<file path="src/sv/wpcf_pkg.sv">
// Shared types, constants and register map of the waveform pulse charge finder.
`timescale 1ns / 1ps
package wpcf_pkg;

  // Widths fixed by the register and result formats
  localparam int unsigned CFG_BITS    = 12;
  localparam int unsigned LIMIT_BITS  = 16;
  localparam int unsigned CHAN_BITS   = 13;
  localparam int unsigned WIRE_BITS   = 12;
  localparam int unsigned SUM_BITS    = 32;
  localparam int unsigned HITS_BITS   = 16;
  localparam int unsigned KIND_BITS   = 2;
  localparam int unsigned ADDR_BITS   = 4;
  localparam int unsigned DATA_BITS   = 32;

  // Default parameter values
  localparam int unsigned DEF_SAMPLE_BITS = 12;
  localparam int unsigned DEF_TIME_BITS   = 24;
  localparam int unsigned DEF_QUEUE_DEPTH = 4;

  // Register reset values
  localparam logic [CFG_BITS-1:0]   BASELINE_RST  = 12'd400;
  localparam logic [CFG_BITS-1:0]   THRESHOLD_RST = 12'd7;
  localparam logic [LIMIT_BITS-1:0] LOW_LIMIT_RST = 16'd100;

  // Register indexes (word address bits)
  localparam logic [1:0] REG_BASELINE  = 2'd0;
  localparam logic [1:0] REG_THRESHOLD = 2'd1;
  localparam logic [1:0] REG_LOW_LIMIT = 2'd2;

  typedef enum logic [KIND_BITS-1:0] {
    KIND_PULSE = 2'd0,
    KIND_WIRE  = 2'd1,
    KIND_EVENT = 2'd2
  } wpcf_kind_e;

  // Register values seen by the front end
  typedef struct packed {
    logic [CFG_BITS-1:0]   baseline;
    logic [CFG_BITS-1:0]   threshold;
    logic [LIMIT_BITS-1:0] low_limit;
  } wpcf_cfg_t;

  // Up to three results caused by one sample, in delivery order
  typedef struct packed {
    logic                  pulse_v;
    logic [SUM_BITS-1:0]   pulse_charge;
    logic                  pulse_low;
    logic [HITS_BITS-1:0]  pulse_hits;
    logic                  wire_v;
    logic [SUM_BITS-1:0]   wire_charge;
    logic [WIRE_BITS-1:0]  wire_idx;
    logic                  evt_v;
    logic [SUM_BITS-1:0]   evt_charge;
    logic [HITS_BITS-1:0]  evt_hits;
  } wpcf_bundle_t;

  // Saturating add of two sums
  function automatic logic [SUM_BITS-1:0] sat_add(input logic [SUM_BITS-1:0] a,
                                                  input logic [SUM_BITS-1:0] b);
    logic [SUM_BITS:0] s;
    s = {1'b0, a} + {1'b0, b};
    return s[SUM_BITS] ? {SUM_BITS{1'b1}} : s[SUM_BITS-1:0];
  endfunction

endpackage

</file>
<file path="src/sv/wpcf_front.sv">
// Front end: takes samples, tracks pulse/wire/event state, builds result bundles.
`timescale 1ns / 1ps
module wpcf_front
  import wpcf_pkg::*;
#(
  parameter int unsigned SAMPLE_BITS = DEF_SAMPLE_BITS,
  parameter int unsigned TIME_BITS   = DEF_TIME_BITS
) (
  input  logic                   clk_i,
  input  logic                   rst_ni,
  input  wpcf_cfg_t              cfg_i,
  input  logic                   in_valid_i,
  output logic                   in_ready_o,
  input  logic [SAMPLE_BITS-1:0] sample_value_i,
  input  logic [TIME_BITS-1:0]   sample_time_i,
  input  logic [CHAN_BITS-1:0]   channel_i,
  input  logic [WIRE_BITS-1:0]   wire_index_i,
  input  logic                   is_collection_i,
  input  logic                   first_of_waveform_i,
  input  logic                   last_of_waveform_i,
  input  logic                   last_of_event_i,
  input  logic                   q_full_i,
  output logic                   push_o,
  output wpcf_bundle_t           bundle_o
);

  localparam int unsigned EXW = ((SAMPLE_BITS > CFG_BITS) ? SAMPLE_BITS : CFG_BITS) + 1;

  logic [TIME_BITS-1:0] lct_q, lct_d;
  logic [CHAN_BITS-1:0] prev_chan_q, prev_chan_d;
  logic                 have_prev_q, have_prev_d;
  logic                 in_pulse_q, in_pulse_d;
  logic [SUM_BITS-1:0]  pulse_sum_q, pulse_sum_d;
  logic [SUM_BITS-1:0]  wire_sum_q, wire_sum_d;
  logic [SUM_BITS-1:0]  evt_sum_q, evt_sum_d;
  logic [HITS_BITS-1:0] hits_q, hits_d;

  logic                 accept;
  logic [TIME_BITS-1:0] lct_f;
  logic                 in_pulse_f;
  logic [EXW-1:0]       excess;
  logic                 meets, later, count, close;
  logic [SUM_BITS-1:0]  q_charge;
  logic [SUM_BITS-1:0]  pulse_add, wire_add, evt_add;
  logic [HITS_BITS-1:0] hits_new;

  assign in_ready_o = !q_full_i;
  assign accept     = in_valid_i && in_ready_o;

  // Waveform start view of the state
  always_comb begin
    in_pulse_f = first_of_waveform_i ? 1'b0 : in_pulse_q;
    lct_f      = lct_q;
    if (first_of_waveform_i && have_prev_q && (channel_i != prev_chan_q)) begin
      lct_f = '0;
    end
  end

  // Threshold test and counting
  assign excess   = EXW'(sample_value_i) - EXW'(cfg_i.baseline);
  assign meets    = !excess[EXW-1] && (excess >= EXW'(cfg_i.threshold));
  assign later    = sample_time_i > lct_f;
  assign count    = is_collection_i && meets && later;
  assign close    = is_collection_i && !meets && in_pulse_f;
  assign q_charge = count ? SUM_BITS'(excess) : '0;

  assign pulse_add = sat_add(pulse_sum_q, q_charge);
  assign wire_add  = sat_add(wire_sum_q, q_charge);
  assign evt_add   = sat_add(evt_sum_q, q_charge);
  assign hits_new  = (close && (hits_q != {HITS_BITS{1'b1}})) ? hits_q + 1'b1 : hits_q;

  // Result bundle
  always_comb begin
    bundle_o.pulse_v      = close;
    bundle_o.pulse_charge = pulse_sum_q;
    bundle_o.pulse_low    = pulse_sum_q < SUM_BITS'(cfg_i.low_limit);
    bundle_o.pulse_hits   = hits_new;
    bundle_o.wire_v       = last_of_waveform_i && is_collection_i;
    bundle_o.wire_charge  = wire_add;
    bundle_o.wire_idx     = wire_index_i;
    bundle_o.evt_v        = last_of_event_i;
    bundle_o.evt_charge   = evt_add;
    bundle_o.evt_hits     = hits_new;
  end

  assign push_o = accept && (bundle_o.pulse_v || bundle_o.wire_v || bundle_o.evt_v);

  // Next state
  always_comb begin
    lct_d       = count ? sample_time_i : lct_f;
    prev_chan_d = first_of_waveform_i ? channel_i : prev_chan_q;
    have_prev_d = have_prev_q || first_of_waveform_i;
    pulse_sum_d = close ? '0 : pulse_add;
    wire_sum_d  = last_of_waveform_i ? '0 : wire_add;
    evt_sum_d   = evt_add;
    hits_d      = hits_new;
    if (count) begin
      in_pulse_d = 1'b1;
    end else if (is_collection_i && !meets) begin
      in_pulse_d = 1'b0;
    end else begin
      in_pulse_d = in_pulse_f;
    end
    if (last_of_waveform_i) begin
      in_pulse_d = 1'b0;
    end
    // Event end returns everything to zero
    if (last_of_event_i) begin
      lct_d       = '0;
      prev_chan_d = '0;
      have_prev_d = 1'b0;
      in_pulse_d  = 1'b0;
      pulse_sum_d = '0;
      wire_sum_d  = '0;
      evt_sum_d   = '0;
      hits_d      = '0;
    end
  end

  always_ff @(posedge clk_i or negedge rst_ni) begin
    if (!rst_ni) begin
      lct_q       <= '0;
      prev_chan_q <= '0;
      have_prev_q <= 1'b0;
      in_pulse_q  <= 1'b0;
      pulse_sum_q <= '0;
      wire_sum_q  <= '0;
      evt_sum_q   <= '0;
      hits_q      <= '0;
    end else if (accept) begin
      lct_q       <= lct_d;
      prev_chan_q <= prev_chan_d;
      have_prev_q <= have_prev_d;
      in_pulse_q  <= in_pulse_d;
      pulse_sum_q <= pulse_sum_d;
      wire_sum_q  <= wire_sum_d;
      evt_sum_q   <= evt_sum_d;
      hits_q      <= hits_d;
    end
  end

endmodule

</file>
<file path="src/sv/wpcf_queue.sv">
// Short bundle queue between the front end and the result serialiser.
`timescale 1ns / 1ps
module wpcf_queue
  import wpcf_pkg::*;
#(
  parameter int unsigned DEPTH = DEF_QUEUE_DEPTH
) (
  input  logic         clk_i,
  input  logic         rst_ni,
  input  logic         push_i,
  input  wpcf_bundle_t push_data_i,
  input  logic         pop_i,
  output wpcf_bundle_t head_o,
  output logic         full_o,
  output logic         empty_o
);

  localparam int unsigned PW = (DEPTH > 1) ? $clog2(DEPTH) : 1;
  localparam int unsigned CW = $clog2(DEPTH + 1);

  wpcf_bundle_t    slots_q [DEPTH];
  logic [PW-1:0]   wr_ptr_q, rd_ptr_q;
  logic [CW-1:0]   cnt_q;

  assign full_o  = (cnt_q == CW'(DEPTH));
  assign empty_o = (cnt_q == '0);
  assign head_o  = slots_q[rd_ptr_q];

  function automatic logic [PW-1:0] ptr_inc(input logic [PW-1:0] p);
    return (p == PW'(DEPTH - 1)) ? '0 : p + 1'b1;
  endfunction

  // Storage
  always_ff @(posedge clk_i) begin
    if (push_i) begin
      slots_q[wr_ptr_q] <= push_data_i;
    end
  end

  // Pointers and fill count
  always_ff @(posedge clk_i or negedge rst_ni) begin
    if (!rst_ni) begin
      wr_ptr_q <= '0;
      rd_ptr_q <= '0;
      cnt_q    <= '0;
    end else begin
      if (push_i) begin
        wr_ptr_q <= ptr_inc(wr_ptr_q);
      end
      if (pop_i) begin
        rd_ptr_q <= ptr_inc(rd_ptr_q);
      end
      if (push_i && !pop_i) begin
        cnt_q <= cnt_q + 1'b1;
      end else if (pop_i && !push_i) begin
        cnt_q <= cnt_q - 1'b1;
      end
    end
  end

  a_cnt_bound: assert property (@(posedge clk_i) disable iff (!rst_ni)
    cnt_q <= CW'(DEPTH)) else $error("queue fill count beyond depth");
  a_no_overflow: assert property (@(posedge clk_i) disable iff (!rst_ni)
    push_i |-> !full_o) else $error("push into full queue");
  a_no_underflow: assert property (@(posedge clk_i) disable iff (!rst_ni)
    pop_i |-> !empty_o) else $error("pop from empty queue");
  a_cnt_steady: assert property (@(posedge clk_i) disable iff (!rst_ni)
    (push_i == pop_i) |=> $stable(cnt_q)) else $error("fill count moved without net change");

endmodule

</file>
<file path="src/sv/wpcf_back.sv">
// Back end: unpacks bundles into single result words behind an output register.
`timescale 1ns / 1ps
module wpcf_back
  import wpcf_pkg::*;
(
  input  logic                  clk_i,
  input  logic                  rst_ni,
  input  wpcf_bundle_t          head_i,
  input  logic                  q_empty_i,
  output logic                  pop_o,
  output logic                  out_valid_o,
  input  logic                  out_ready_i,
  output logic [KIND_BITS-1:0]  result_kind_o,
  output logic [SUM_BITS-1:0]   charge_o,
  output logic [WIRE_BITS-1:0]  wire_out_o,
  output logic                  low_energy_o,
  output logic [HITS_BITS-1:0]  hit_count_o,
  output logic                  last_result_o
);

  wpcf_bundle_t         wk_q, wk_d;
  logic [2:0]           pend_q, pend_d;
  logic                 ovalid_q;
  logic [KIND_BITS-1:0] kind_q;
  logic [SUM_BITS-1:0]  charge_q;
  logic [WIRE_BITS-1:0] wire_q;
  logic                 low_q;
  logic [HITS_BITS-1:0] hits_q;
  logic                 last_q;

  logic                 emit;
  logic [2:0]           sel;
  logic [2:0]           pend_after;
  wpcf_kind_e           sel_kind;
  logic [SUM_BITS-1:0]  sel_charge;
  logic [WIRE_BITS-1:0] sel_wire;
  logic                 sel_low;
  logic [HITS_BITS-1:0] sel_hits;

  // Pick the oldest pending result of the working bundle
  always_comb begin
    sel        = 3'b000;
    sel_kind   = KIND_EVENT;
    sel_charge = wk_q.evt_charge;
    sel_wire   = '0;
    sel_low    = 1'b0;
    sel_hits   = wk_q.evt_hits;
    if (pend_q[0]) begin
      sel        = 3'b001;
      sel_kind   = KIND_PULSE;
      sel_charge = wk_q.pulse_charge;
      sel_low    = wk_q.pulse_low;
      sel_hits   = wk_q.pulse_hits;
    end else if (pend_q[1]) begin
      sel        = 3'b010;
      sel_kind   = KIND_WIRE;
      sel_charge = wk_q.wire_charge;
      sel_wire   = wk_q.wire_idx;
      sel_hits   = '0;
    end else if (pend_q[2]) begin
      sel        = 3'b100;
    end
  end

  assign emit       = (pend_q != 3'b000) && (!ovalid_q || out_ready_i);
  assign pend_after = emit ? (pend_q & ~sel) : pend_q;
  assign pop_o      = (pend_after == 3'b000) && !q_empty_i;

  // Refill the working bundle as the last result leaves
  always_comb begin
    wk_d   = wk_q;
    pend_d = pend_after;
    if (pop_o) begin
      wk_d   = head_i;
      pend_d = {head_i.evt_v, head_i.wire_v, head_i.pulse_v};
    end
  end

  always_ff @(posedge clk_i or negedge rst_ni) begin
    if (!rst_ni) begin
      pend_q   <= 3'b000;
      ovalid_q <= 1'b0;
    end else begin
      pend_q <= pend_d;
      if (emit) begin
        ovalid_q <= 1'b1;
      end else if (out_ready_i) begin
        ovalid_q <= 1'b0;
      end
    end
  end

  // Payload registers
  always_ff @(posedge clk_i) begin
    if (pop_o) begin
      wk_q <= wk_d;
    end
    if (emit) begin
      kind_q   <= sel_kind;
      charge_q <= sel_charge;
      wire_q   <= sel_wire;
      low_q    <= sel_low;
      hits_q   <= sel_hits;
      last_q   <= (pend_q & ~sel) == 3'b000;
    end
  end

  assign out_valid_o   = ovalid_q;
  assign result_kind_o = kind_q;
  assign charge_o      = charge_q;
  assign wire_out_o    = wire_q;
  assign low_energy_o  = low_q;
  assign hit_count_o   = hits_q;
  assign last_result_o = last_q;

endmodule

</file>
<file path="src/sv/waveform_pulse_charge_finder.sv">
// Top level of the waveform pulse charge finder: registers, front end, queue, back end.
//
// Samples enter on the input channel (in_valid_i/in_ready_o), one word per
// sample with its time tick, channel, wire and boundary flags. Results leave
// on the output channel (out_valid_o/out_ready_i), one word per result, in
// the order pulse closed, wire sum, event summary; last_result_o marks the
// final word caused by a sample. A sample may cause zero to three words.
// Throughput: one sample per cycle while the queue is not full; results leave
// at one word per cycle while the receiver is ready. The front end updates all
// sums in the cycle a sample is accepted; a four-entry bundle queue (QUEUE_DEPTH)
// decouples it from the serialiser. The first result of a sample passes the queue
// slot, the working bundle and the output register before it is valid. When the
// receiver stalls the output word is held, the queue fills and in_ready_o falls
// once it is full; bursts of multi-result samples that outrun the output likewise
// fill the queue. Reset clears all pulse, wire and event state and the queue, and
// loads the registers with baseline 400, threshold 7 and low-energy limit 100.
// Registers sit at byte addresses 0, 4 and 8 of the APB-style port; the user must see
// that they are written only while the block is idle; it does not enforce this.
`timescale 1ns / 1ps
module waveform_pulse_charge_finder
  import wpcf_pkg::*;
#(
  parameter int unsigned SAMPLE_BITS = DEF_SAMPLE_BITS,
  parameter int unsigned TIME_BITS   = DEF_TIME_BITS,
  parameter int unsigned QUEUE_DEPTH = DEF_QUEUE_DEPTH
) (
  input  logic                   clk_i,
  input  logic                   rst_ni,
  // register port
  input  logic                   psel,
  input  logic                   penable,
  input  logic                   pwrite,
  input  logic [ADDR_BITS-1:0]   paddr,
  input  logic [DATA_BITS-1:0]   pwdata,
  output logic [DATA_BITS-1:0]   prdata,
  output logic                   pready,
  // sample channel
  input  logic                   in_valid_i,
  output logic                   in_ready_o,
  input  logic [SAMPLE_BITS-1:0] sample_value_i,
  input  logic [TIME_BITS-1:0]   sample_time_i,
  input  logic [CHAN_BITS-1:0]   channel_i,
  input  logic [WIRE_BITS-1:0]   wire_index_i,
  input  logic                   is_collection_i,
  input  logic                   first_of_waveform_i,
  input  logic                   last_of_waveform_i,
  input  logic                   last_of_event_i,
  // result channel
  output logic                   out_valid_o,
  input  logic                   out_ready_i,
  output logic [KIND_BITS-1:0]   result_kind_o,
  output logic [SUM_BITS-1:0]    charge_o,
  output logic [WIRE_BITS-1:0]   wire_out_o,
  output logic                   low_energy_o,
  output logic [HITS_BITS-1:0]   hit_count_o,
  output logic                   last_result_o
);

  wpcf_cfg_t    cfg_q;
  logic         cfg_wr;
  logic [1:0]   reg_idx;
  logic         push, pop, q_full, q_empty;
  wpcf_bundle_t push_bundle, head_bundle;

  assign pready  = 1'b1;
  assign reg_idx = paddr[3:2];
  assign cfg_wr  = psel && penable && pwrite && pready;

  // Configuration registers
  always_ff @(posedge clk_i or negedge rst_ni) begin
    if (!rst_ni) begin
      cfg_q.baseline  <= BASELINE_RST;
      cfg_q.threshold <= THRESHOLD_RST;
      cfg_q.low_limit <= LOW_LIMIT_RST;
    end else if (cfg_wr) begin
      unique case (reg_idx)
        REG_BASELINE:  cfg_q.baseline  <= pwdata[CFG_BITS-1:0];
        REG_THRESHOLD: cfg_q.threshold <= pwdata[CFG_BITS-1:0];
        REG_LOW_LIMIT: cfg_q.low_limit <= pwdata[LIMIT_BITS-1:0];
        default: ;
      endcase
    end
  end

  // Register read-back
  always_comb begin
    unique case (reg_idx)
      REG_BASELINE:  prdata = DATA_BITS'(cfg_q.baseline);
      REG_THRESHOLD: prdata = DATA_BITS'(cfg_q.threshold);
      REG_LOW_LIMIT: prdata = DATA_BITS'(cfg_q.low_limit);
      default:       prdata = '0;
    endcase
  end

  wpcf_front #(
    .SAMPLE_BITS (SAMPLE_BITS),
    .TIME_BITS   (TIME_BITS)
  ) u_front (
    .clk_i               (clk_i),
    .rst_ni              (rst_ni),
    .cfg_i               (cfg_q),
    .in_valid_i          (in_valid_i),
    .in_ready_o          (in_ready_o),
    .sample_value_i      (sample_value_i),
    .sample_time_i       (sample_time_i),
    .channel_i           (channel_i),
    .wire_index_i        (wire_index_i),
    .is_collection_i     (is_collection_i),
    .first_of_waveform_i (first_of_waveform_i),
    .last_of_waveform_i  (last_of_waveform_i),
    .last_of_event_i     (last_of_event_i),
    .q_full_i            (q_full),
    .push_o              (push),
    .bundle_o            (push_bundle)
  );

  wpcf_queue #(
    .DEPTH (QUEUE_DEPTH)
  ) u_queue (
    .clk_i       (clk_i),
    .rst_ni      (rst_ni),
    .push_i      (push),
    .push_data_i (push_bundle),
    .pop_i       (pop),
    .head_o      (head_bundle),
    .full_o      (q_full),
    .empty_o     (q_empty)
  );

  wpcf_back u_back (
    .clk_i         (clk_i),
    .rst_ni        (rst_ni),
    .head_i        (head_bundle),
    .q_empty_i     (q_empty),
    .pop_o         (pop),
    .out_valid_o   (out_valid_o),
    .out_ready_i   (out_ready_i),
    .result_kind_o (result_kind_o),
    .charge_o      (charge_o),
    .wire_out_o    (wire_out_o),
    .low_energy_o  (low_energy_o),
    .hit_count_o   (hit_count_o),
    .last_result_o (last_result_o)
  );

endmodule
</file>
<file path="config.mk">
export PLATFORM = sky130hd
export DESIGN_NAME = waveform_pulse_charge_finder
export DESIGN_NICKNAME = d
export VERILOG_FILES = /design/src/sv/wpcf_pkg.sv /design/src/sv/wpcf_front.sv /design/src/sv/wpcf_queue.sv /design/src/sv/wpcf_back.sv /design/src/sv/waveform_pulse_charge_finder.sv
export SDC_FILE = /design/constraint.sdc
export NUM_CORES = 1
export LEC_CHECK = 0
export CAP_MARGIN = 30
export CORE_MARGIN = 4
export CORE_UTILIZATION = 30
export DETAILED_ROUTE_END_ITERATION = 6
export DONT_BUFFER_PORTS = 1
export PLACE_DENSITY = 0.55
export SLEW_MARGIN = 20
export SYNTH_ARGS = -nofsm -noshare
export SYNTH_HDL_FRONTEND = slang
export SYNTH_SLANG_ARGS = --single-unit
</file>
<file path="constraint.sdc">
create_clock -name clk_i -period 8.6 [get_ports clk_i]
set_input_delay 0.43 -clock clk_i [delete_from_list [all_inputs] [get_ports clk_i]]
set_output_delay 0.43 -clock clk_i [all_outputs]
set_load 0.03 [all_outputs]
</file>
* Word-level counts from Yosys, hierarchy flattened
Memory sizes are Yosys's and may differ from the RTL's.
Cells that the tools add are included.
** Word-level totals
- Flip-flop bits (word level) :: 407
- Memory bits (writable) :: 576
- Memories kept :: 1
** Memory list
- u_queue.slots_q :: depth 4, width 144, rd ports 1, clocked after memory_dff 0, write ports 1, line wpcf_queue.sv:21 : wpcf_bundle_t slots_q [DEPTH];
** Cells by class
- Equality and inequality tests :: 7
- Reductions and logical operators :: 41
- Order comparisons :: 3
- Add/subtract/negate cells :: 9
- Bitwise operators :: 3
- Multiplexer cells :: 41
** Operators with widths (number)
- 2-to-1 mux 32 bit :: 10
- adder 32 x 32 -> 33 bit :: 3
- 2-to-1 mux 24 bit :: 3
- 2-to-1 mux 16 bit :: 4
- case mux 16 bit (3 select lines) :: 1
- 2-to-1 mux 13 bit :: 3
- less-than comparator 32 x 16 -> 1 bit :: 1
- greater-than comparator 24 bit :: 1
- 2-to-1 mux 3 bit :: 7
- logical AND 1 bit :: 17
- adder 16 x 1 -> 16 bit (second input constant) :: 1
- != test 16 bit (second input constant) :: 1
- greater-or-equal comparator 13 x 12 -> 1 bit :: 1
- != test 13 bit :: 1
- subtractor 12 x 12 -> 13 bit :: 1
- 2-to-1 mux 1 bit :: 10
- logical NOT 3 bit :: 3
- AND reduction 2 bit :: 4
- logical NOT 1 bit :: 7
- equality test 2 bit (second input constant) :: 3
- 2-to-1 mux 2 bit :: 3
- nonzero test 2 bit :: 3
- adder 2 x 1 -> 2 bit (second input constant) :: 2
- logical OR 1 bit :: 4
- other kinds (10) :: 10

* Longest topological paths before layout
Gate-level depths: netlist (run 1).
- Depth in word-level cells :: 13
- Depth in mapped cells :: 34
- Gate-level depth less buffers :: 30

* Modules after synthesis
Synthesis (run 1) repeated with hierarchy kept, for this count alone.
** Unflattened totals
- Cells, all modules :: 3049
- Area total of the unflattened synthesis :: 44071.0 µm²
** Modules (own cells, without submodules)
- wpcf_queue :: area each 21181.6 µm², seq. area each 17471.8 µm², instances 1, cells each 789
- wpcf_front :: area each 13550.5 µm², seq. area each 3778.6 µm², instances 1, cells each 1728
- wpcf_back :: area each 7355.8 µm², seq. area each 6256.0 µm², instances 1, cells each 380
- waveform_pulse_charge_finder :: area each 1983.2 µm², seq. area each 1012.2 µm², instances 1, cells each 152

* Worst setup path after synthesis (run 1)
Ideal clock, no wire load.
- Path kind :: reg2reg
- Start point :: register cfg_q[32] (netlist bit)
- End point :: memory u_queue.slots_q[0][100] (netlist bit) (enable)
- Arrival time :: 6868 ps
- Cell stages (with the launch flop) :: 18
- Setup slack :: 1230 ps
- Path through :: dfstp_2 -> inv_1 -> ha_1 -> o2111ai_1 -> a32oi_1 -> xnor2_2 -> inv_1 -> clkbuf_1 -> buf_1 -> ha_1 -> a21oi_1 -> nand2_1 -> a221o_1 -> o211ai_1 -> nand4b_1 -> inv_1 -> o31a_1 -> and2_1
** RTL lines
- from (decl) :: line waveform_pulse_charge_finder.sv:59 : wpcf_cfg_t cfg_q;
- to (decl) :: line wpcf_queue.sv:21

==> qor.json, run 1 <==
{
  "clocking": {
    "cts.htree.levels": 3,
    "tritoncts": "built",
    "cts_root_buffer": "sky130_fd_sc_hd__clkbuf_16",
    "post_cts_resized": 0,
    "cts.clk_slew.worst_paths_ns": 0.07,
    "clock_sinks": 903,
    "clock_latency_ns": 0.70,
    "clock_path_buffers": 3,
    "cts_bufs_inserted": 97,
    "cts.repair_timing.setup_buffer_count": 0
  },
  "power": {
    "powerDensity_mw_per_mm2": 315.9,
    "cellLeakagePower_uw": 0.01680,
    "report.power.total_uw": 14670,
    "power.ir.vdd_worst_mv": 0.2389
  },
  "hold_path": {
    "min_path_type": "input port to flop",
    "timing.hold.worst.start": "first_of_waveform_i"
  },
  "critical_path": {
    "startpoint_type": "flop",
    "path_class": "flop to flop",
    "arrival_ns": 8.27,
    "worst_r2r_startpoint": "u_front.prev_chan_q[9]$_DFFE_PN0P_",
    "r2r_setup_slack_ns": 0.89,
    "worst-path-max-fanout": 40,
    "cp_data_required_time_ns": 9.16,
    "setup.worst_path.start": "u_front.prev_chan_q[9]$_DFFE_PN0P_",
    "critPathCaptureType": "flop"
  },
  "global_routing": {
    "antenna_found_initial": 1,
    "gr-usage-all-layers_pct": 14.33,
    "via_count_of_the_first_global_routing_pass": 23860,
    "grt_start_max_net_pins": 203,
    "grt_overflow": 0,
    "grt_pass1_wl_um": 154500
  },
  "detailed_routing": {
    "vias_per_cell": 5.036,
    "vias": 23840,
    "drc": 0,
    "route.detailed.wl_per_inst_um": 21.39,
    "ant_nets": 0,
    "first_pass_detailed_route_iteration_total": 5,
    "drt_first_iter_violations": 1982,
    "finalWirelength_um": 101200
  },
  "sta": {
    "maxSlewHeadroom_pct": 31.10,
    "setup_slack_ns": 0.8868,
    "finalSetupTns_ns": 0,
    "setup-violations-final": 0,
    "rsz0062_at_grt": "false",
    "fin_worst_skew_ns": 0.03579,
    "worst_slew_pin_slew_ns": 1.023,
    "fmaxAchievable_mhz": 129.6,
    "final-max-slew-violation-count": 0,
    "hold_violations": 0,
    "part_of_the_cycle_the_worst_path_needs_pct": 89.69,
    "hold_ws_ns": 0.06183,
    "period_minus_slack_ns": 7.713
  },
  "finish": {
    "fillerInstances": 12680,
    "area_growth_pct": 15.07,
    "final_net_count": 3080,
    "instances_no_fill": 4734,
    "drive_gt1_share_pct": 14.87,
    "n_antenna_cell": 0
  },
  "die": {
    "pin_count": 207,
    "die_width_um": 374.8,
    "die_y_um": 374.8,
    "rows": 134,
    "starting_density_pct": 30.21,
    "dieArea_sq_mm": 0.1405,
    "core_sq_mm": 0.1336
  },
  "job": {
    "drv_cap": 0
  },
  "placed_design": {
    "io_buffers": 0,
    "pre_cts_slack_ns": 0.8849,
    "dp.cells": 4472,
    "gp_routability_congestion": 0.8484,
    "detailedPlacementHpwl_um": 63200
  },
  "yosys": {
    "synth_area_sq_mm": 0.04036,
    "dominantRegCellSynth": "sky130_fd_sc_hd__edfxtp_1",
    "synth.yosys.seq_area_share_pct": 64.70,
    "netlist-cell-type-count": 107,
    "synth_cells": 2818,
    "async_reset_ff_share_pct": 22.37,
    "post_synth.cell_area_avg_sq_um": 14.32,
    "synth_edf_count": 701,
    "synth-seq-cells": 903,
    "yosys_warnings": 0
  },
  "status": {
    "outcome": "finished, final reports clean"
  }
}
[layout by cell type (no fill, tap or decap), types with 23 or more instances in the layout]
| master | synthesis | final |
|---|---|---|
| sky130_fd_sc_hd__and3_1 | 36 | 36 |
| sky130_fd_sc_hd__edfxtp_1 | 701 | 701 |
| sky130_fd_sc_hd__clkbuf_1 | 111 | 23 |
| sky130_fd_sc_hd__mux4_2 | 128 | 128 |
| sky130_fd_sc_hd__dfrtp_1 | 193 | 189 |
| sky130_fd_sc_hd__nand3_1 | 49 | 49 |
| sky130_fd_sc_hd__buf_4 | 19 | 41 |
| sky130_fd_sc_hd__clkbuf_16 | 0 | 99 |
| sky130_fd_sc_hd__and2_1 | 57 | 52 |
| sky130_fd_sc_hd__nor2_1 | 83 | 79 |
| sky130_fd_sc_hd__inv_1 | 81 | 80 |
| sky130_fd_sc_hd__a21oi_1 | 102 | 102 |
| sky130_fd_sc_hd__a22o_1 | 83 | 83 |
| sky130_fd_sc_hd__xor2_1 | 35 | 35 |
| sky130_fd_sc_hd__dlygate4sd3_1 | 0 | 70 |
| sky130_fd_sc_hd__nor3_1 | 36 | 35 |
| sky130_fd_sc_hd__mux2i_1 | 46 | 46 |
| sky130_fd_sc_hd__a21o_1 | 30 | 30 |
| sky130_fd_sc_hd__xnor2_1 | 66 | 66 |
| sky130_fd_sc_hd__a31oi_1 | 39 | 39 |
| sky130_fd_sc_hd__o21ai_0 | 178 | 175 |
| sky130_fd_sc_hd__nand2_1 | 263 | 262 |
| sky130_fd_sc_hd__ha_1 | 88 | 88 |
| sky130_fd_sc_hd__nand4_1 | 25 | 25 |
[path summary, 6_finish.rpt]
| kind | endpoint | cells past startpoint |
|---|---|---|
| hold reg to reg | u_front.lct_q[0]$_DFFE_PN0P_ | 1 |
| setup / recovery | u_front.wire_sum_q[0]$_DFFE_PN0P_ | 24 |
| hold / removal | u_front.prev_chan_q[1]$_DFFE_PN0P_ | 2 |
| setup reg to reg | u_front.wire_sum_q[0]$_DFFE_PN0P_ | 24 |
| max in group asynchronous | u_queue.rd_ptr_q[1]$_DFFE_PN0P_ | 3 |
| min in group asynchronous | u_front.prev_chan_q[2]$_DFFE_PN0P_ | 2 |
[routing by layer]
| layer | part of all wire [%] | global-route usage [%] |
|---|---|---|
| met1 | 45 | 19.79 |
| met3 | 6.3 | 3.286 |
| met5 | 0 | 0 |
| met4 | 1.9 | 3.246 |
| met2 | 47 | 23.03 |
[stage by stage]
step / area, sq um / util, %
5_1_grt: 46450 / 34.76
3_5_place_dp: 42350 / 31.69
2_1_floorplan: 40430 / -
4_1_cts: 46360 / 34.69
3_3_place_gp: 42270 / 31.64
6_report: 46450 / 34.76
[flip-flops by register name (all words and copies together) (netlist names), 3 cells and up]
name                 cells
u_queue.slots_q        512
u_back.wk_q            125
cfg_q                   40
u_back.charge_o         32
u_front.evt_sum_q       32
u_front.pulse_sum_q     32
u_front.wire_sum_q      32
u_front.lct_q           24
u_back.hit_count_o      16
u_front.hits_q          16
u_front.prev_chan_q     13
u_back.wire_out_o       12
u_back.pend_q            3
u_queue.cnt_q            3
[what timing repair did]
item | in CTS | in global routing
setup endpoints to repair | 0 | 0
hold buffers | 72 | 0
hold endpoints to repair | 353 | 0
[worst max-delay path: stages (launching register included)]
cell,delay [ns]
sky130_fd_sc_hd__dfrtp_1,0.39
sky130_fd_sc_hd__xor2_1,0.16
sky130_fd_sc_hd__nor4_1,0.30
sky130_fd_sc_hd__nand3_1,0.18
sky130_fd_sc_hd__o311ai_4,0.71
sky130_fd_sc_hd__nand2_1,0.16
sky130_fd_sc_hd__ha_1,0.34
sky130_fd_sc_hd__nand4_1,0.15
sky130_fd_sc_hd__or4_4,0.58
sky130_fd_sc_hd__or3_1,0.47
sky130_fd_sc_hd__and2_1,0.29
sky130_fd_sc_hd__nand3_4,0.13
sky130_fd_sc_hd__nor2_1,0.10
sky130_fd_sc_hd__ha_1,0.29
sky130_fd_sc_hd__ha_1,0.28
sky130_fd_sc_hd__nand2b_1,0.17
sky130_fd_sc_hd__maj3_1,0.36
sky130_fd_sc_hd__maj3_1,0.39
sky130_fd_sc_hd__a32oi_1,0.21
sky130_fd_sc_hd__o21ai_2,0.14
sky130_fd_sc_hd__a21oi_1,0.32
sky130_fd_sc_hd__o21a_1,0.31
sky130_fd_sc_hd__or3_4,0.54
sky130_fd_sc_hd__nand2b_1,0.30
sky130_fd_sc_hd__a22o_1,0.24
[area by class of cell]
class / count / area (sq um) / share of cell area (%)
Clock buffer: 129 / 2660 / 5.727
Clock inverter: 54 / 603.1 / 1.298
Inverter: 84 / 320.3 / 0.6896
Multi-Input combinational cell: 1667 / 13230 / 28.48
Sequential cell: 903 / 26130 / 56.25
Tap cell: 1768 / 2212 / 4.763
Timing Repair Buffer: 129 / 1296 / 2.791
[power by group]
part | internal, uW | switching, uW
clock network | 2420 | 1790
logic | 1350 | 2160
registers | 6090 | 873
[cell families (layout without fill, tap and decap cells)]
family / after synthesis / after routing / synth area share [%]
compound gates: 617 / 617 / 10.46
xor+xnor: 104 / 104 / 2.312
fa+ha+maj: 101 / 101 / 3.100
buf+inv: 266 / 396 / 2.861
flops: 903 / 903 / 64.70
mux: 191 / 191 / 8.757
other cells: 2 / 20 / 0.01861
simple gates: 634 / 634 / 7.796
[synthesized netlist by cell type (all sizes together), types with 37 or more instances]
| library cell | count | area, sq um |
|---|---|---|
| clkbuf | 111 | 416.7 |
| a31oi | 39 | 244.0 |
| nor3 | 37 | 196.4 |
| nor2 | 83 | 311.6 |
| nand3 | 51 | 272.8 |
| and2 | 58 | 362.8 |
| nand2 | 264 | 993.5 |
| inv | 83 | 311.6 |
| o21ai | 190 | 965.9 |
| dfrtp | 193 | 4830 |
| mux2i | 46 | 460.4 |
| a21oi | 103 | 519.3 |
| ha | 88 | 1101 |
| edfxtp | 701 | 21050 |
| xnor2 | 69 | 626.8 |
| a22o | 83 | 727.0 |
| buf | 71 | 422.9 |
| mux4 | 128 | 2883 |
(Power assumes the default switching activity.)
==> run 2, diff against run 1 <==
- clock period: 8.6 -> 8.76 ns (I/O delays scaled with it)
==> qor.json, run 2 (synthesis results as in run 1) <==
{
  "global_routing": {
    "grt_pass1_wl_um": 153600,
    "via_count_of_the_first_global_routing_pass": 23870,
    "grt_overflow": 0,
    "antenna_found_initial": 3,
    "gr-usage-all-layers_pct": 14.23,
    "grt_start_max_net_pins": 203
  },
  "finish": {
    "largest-register": "u_queue.slots_q",
    "instances_no_fill": 4734,
    "largest_register_ffs": 512,
    "postLayoutCellArea_sq_mm": 0.04643,
    "final_net_count": 3083,
    "commonest_cells_after_routing_fill_and_taps_aside": "sky130_fd_sc_hd__edfxtp_1, sky130_fd_sc_hd__nand2_1, sky130_fd_sc_hd__dfrtp_1, sky130_fd_sc_hd__o21ai_0, sky130_fd_sc_hd__mux4_2",
    "n_antenna_cell": 0,
    "biggestRegsByFlops": "u_queue.slots_q (512), u_back.wk_q (125), cfg_q (40)",
    "area_growth_pct": 15.02,
    "post-route-util_pct": 34.74,
    "layout.cells.most_common": "sky130_fd_sc_hd__edfxtp_1",
    "drive_gt1_share_pct": 14.87
  },
  "status": {
    "violations_in_the_final_reports": "design-rule violations",
    "outcome": "finished, violations left"
  },
  "sta": {
    "finalSetupTns_ns": 0,
    "hold_violations": 0,
    "part_of_the_cycle_the_worst_path_needs_pct": 87.40,
    "setup-violations-final": 0,
    "fin_worst_skew_ns": 0.05604,
    "setup_slack_ns": 1.104,
    "maxSlewHeadroom_pct": 31.48,
    "fmaxAchievable_mhz": 130.6,
    "period_minus_slack_ns": 7.656,
    "final-max-slew-violation-count": 0,
    "rsz0062_at_grt": "false",
    "worst_slew_pin_slew_ns": 1.028
  },
  "detailed_routing": {
    "vias_per_cell": 5.064,
    "first_pass_detailed_route_iteration_total": 7,
    "drt_first_iter_violations": 1987,
    "route.detailed.wl_per_inst_um": 21.40,
    "vias": 23970,
    "drc": 1,
    "ant_nets": 0,
    "finalWirelength_um": 101300
  },
  "critical_path": {
    "cp_data_required_time_ns": 9.14,
    "path_class": "flop to flop",
    "critPathCaptureType": "flop",
    "worst-path-max-fanout": 18,
    "startpoint_type": "flop",
    "arrival_ns": 8.04
  },
  "clocking": {
    "clock_latency_ns": 0.72,
    "cts_root_buffer": "sky130_fd_sc_hd__clkbuf_16",
    "cts.repair_timing.setup_buffer_count": 0,
    "cts.htree.levels": 3,
    "cts.clk_slew.worst_paths_ns": 0.06,
    "cts_bufs_inserted": 96,
    "cts-hold-fix-buffers": 75,
    "clock_sinks": 903,
    "clock_path_buffers": 3,
    "tritoncts": "built",
    "post_cts_resized": 0
  },
  "power": {
    "p_sw_share_pct": 33.14,
    "cellLeakagePower_uw": 0.01677,
    "total_switching_power_uw": 4748,
    "clock_power_share_pct": 28.4,
    "power_frac_comb_pct": 24.4,
    "power.ir.vdd_worst_mv": 0.2420,
    "powerDensity_mw_per_mm2": 308.6,
    "p_seq_share_pct": 47.2,
    "cell_internal_pwr_uw": 9581
  },
  "die": {
    "dieArea_sq_mm": 0.1405,
    "starting_density_pct": 30.21,
    "pin_count": 207,
    "core_sq_mm": 0.1336,
    "die_width_um": 374.8,
    "die_y_um": 374.8,
    "rows": 134
  },
  "placed_design": {
    "placed_cell_area_sq_mm": 0.04240,
    "pre_cts_slack_ns": 1.162,
    "dp.cells": 4476,
    "gp_routability_congestion": 0.8435,
    "detailedPlacementHpwl_um": 63550,
    "io_buffers": 0
  },
  "job": {
    "drv_cap": 0
  },
  "hold_path": {
    "min_path_type": "input port to flop"
  }
}
## run 2: cell types whose count changed in the layout (fill, tap and decap cells not counted), sizes merged
cell | before | now
clkbuf | 131 | 125
clkinvlp | 5 | 8
inv | 91 | 88
buf | 57 | 60
dlygate4sd3 | 70 | 73
## run 2: final cells by class
type | count | area, sq um
Fill cell | 12740 | 87200
Tap cell | 1768 | 2212
Timing Repair Buffer | 133 | 1345
Inverter | 84 | 320.3
Multi-Input combinational cell | 1667 | 13230
Clock inverter | 54 | 641.9
Sequential cell | 903 | 26130
Clock buffer | 125 | 2551
## run 2: worst max-delay path, stage by stage, from the launching register on
cell,delay [ns]
sky130_fd_sc_hd__dfrtp_1,0.39
sky130_fd_sc_hd__xor2_1,0.16
sky130_fd_sc_hd__nor4_1,0.33
sky130_fd_sc_hd__nand3_1,0.18
sky130_fd_sc_hd__o311ai_4,0.72
sky130_fd_sc_hd__nand2_1,0.14
sky130_fd_sc_hd__ha_1,0.33
sky130_fd_sc_hd__nand4_1,0.15
sky130_fd_sc_hd__or4_4,0.59
sky130_fd_sc_hd__or3_1,0.47
sky130_fd_sc_hd__and2_1,0.28
sky130_fd_sc_hd__nand3_4,0.14
sky130_fd_sc_hd__nor2_1,0.12
sky130_fd_sc_hd__ha_1,0.29
sky130_fd_sc_hd__ha_1,0.28
sky130_fd_sc_hd__nand2b_1,0.17
sky130_fd_sc_hd__maj3_1,0.36
sky130_fd_sc_hd__maj3_1,0.38
sky130_fd_sc_hd__a32oi_1,0.23
sky130_fd_sc_hd__o21ai_2,0.14
sky130_fd_sc_hd__a21oi_1,0.15
sky130_fd_sc_hd__buf_4,0.16
sky130_fd_sc_hd__o21a_1,0.21
sky130_fd_sc_hd__nor2_1,0.10
sky130_fd_sc_hd__and4_1,0.20
sky130_fd_sc_hd__o21ai_0,0.64
## run 2: power by group through the flow
| stage | combinational, uW | sequential, uW | clock, uW |
|---|---|---|---|
| 5_1_grt | 3850 | 6860 | 4380 |
| 6_report | 3500 | 6760 | 4070 |
| 4_1_cts | 3570 | 6790 | 4190 |
| 3_5_place_dp | 3500 | 6870 | 0 |
| 2_1_floorplan | 2490 | 6660 | 0 |
| 3_3_place_gp | 3440 | 6850 | 0 |
## run 2: path summary, 6_finish.rpt
kind | slack [ns] | cells after the start | to | start
max | 1.10 | 25 | u_queue.slots_q[3][87]$_DFFE_PP_ | u_front.prev_chan_q[9]$_DFFE_PN0P_
min in group asynchronous | 0.28 | 2 | u_front.prev_chan_q[3]$_DFFE_PN0P_ | rst_ni
min | 0.06 | 2 | u_front.wire_sum_q[5]$_DFFE_PN0P_ | last_of_waveform_i
min reg2reg | 0.50 | 1 | u_front.lct_q[0]$_DFFE_PN0P_ | u_front.lct_q[0]$_DFFE_PN0P_
max reg2reg | 1.10 | 25 | u_queue.slots_q[3][87]$_DFFE_PP_ | u_front.prev_chan_q[9]$_DFFE_PN0P_
max in group asynchronous | 7.26 | 3 | u_queue.rd_ptr_q[0]$_DFFE_PN0P_ | rst_ni
## run 2: per-stage QoR
stage                     power (uW)  hold WS, ns
after CTS                      14560     0.001228
after global routing           15090      0.02588
after global placement         10290       0.1755
after detailed placement       10370       0.1746
after floorplan                 9153       0.1424
final                          14330      0.06248
## run 2: metal layers
layer	part of all wire, %	vias to the layer above	global-route usage [%]
met5	0	-	0
met4	2.4	0	3.856
met3	5.7	133	3.107
met2	46	651	22.34
met1	46	12230	19.98
li1	-	10950	-
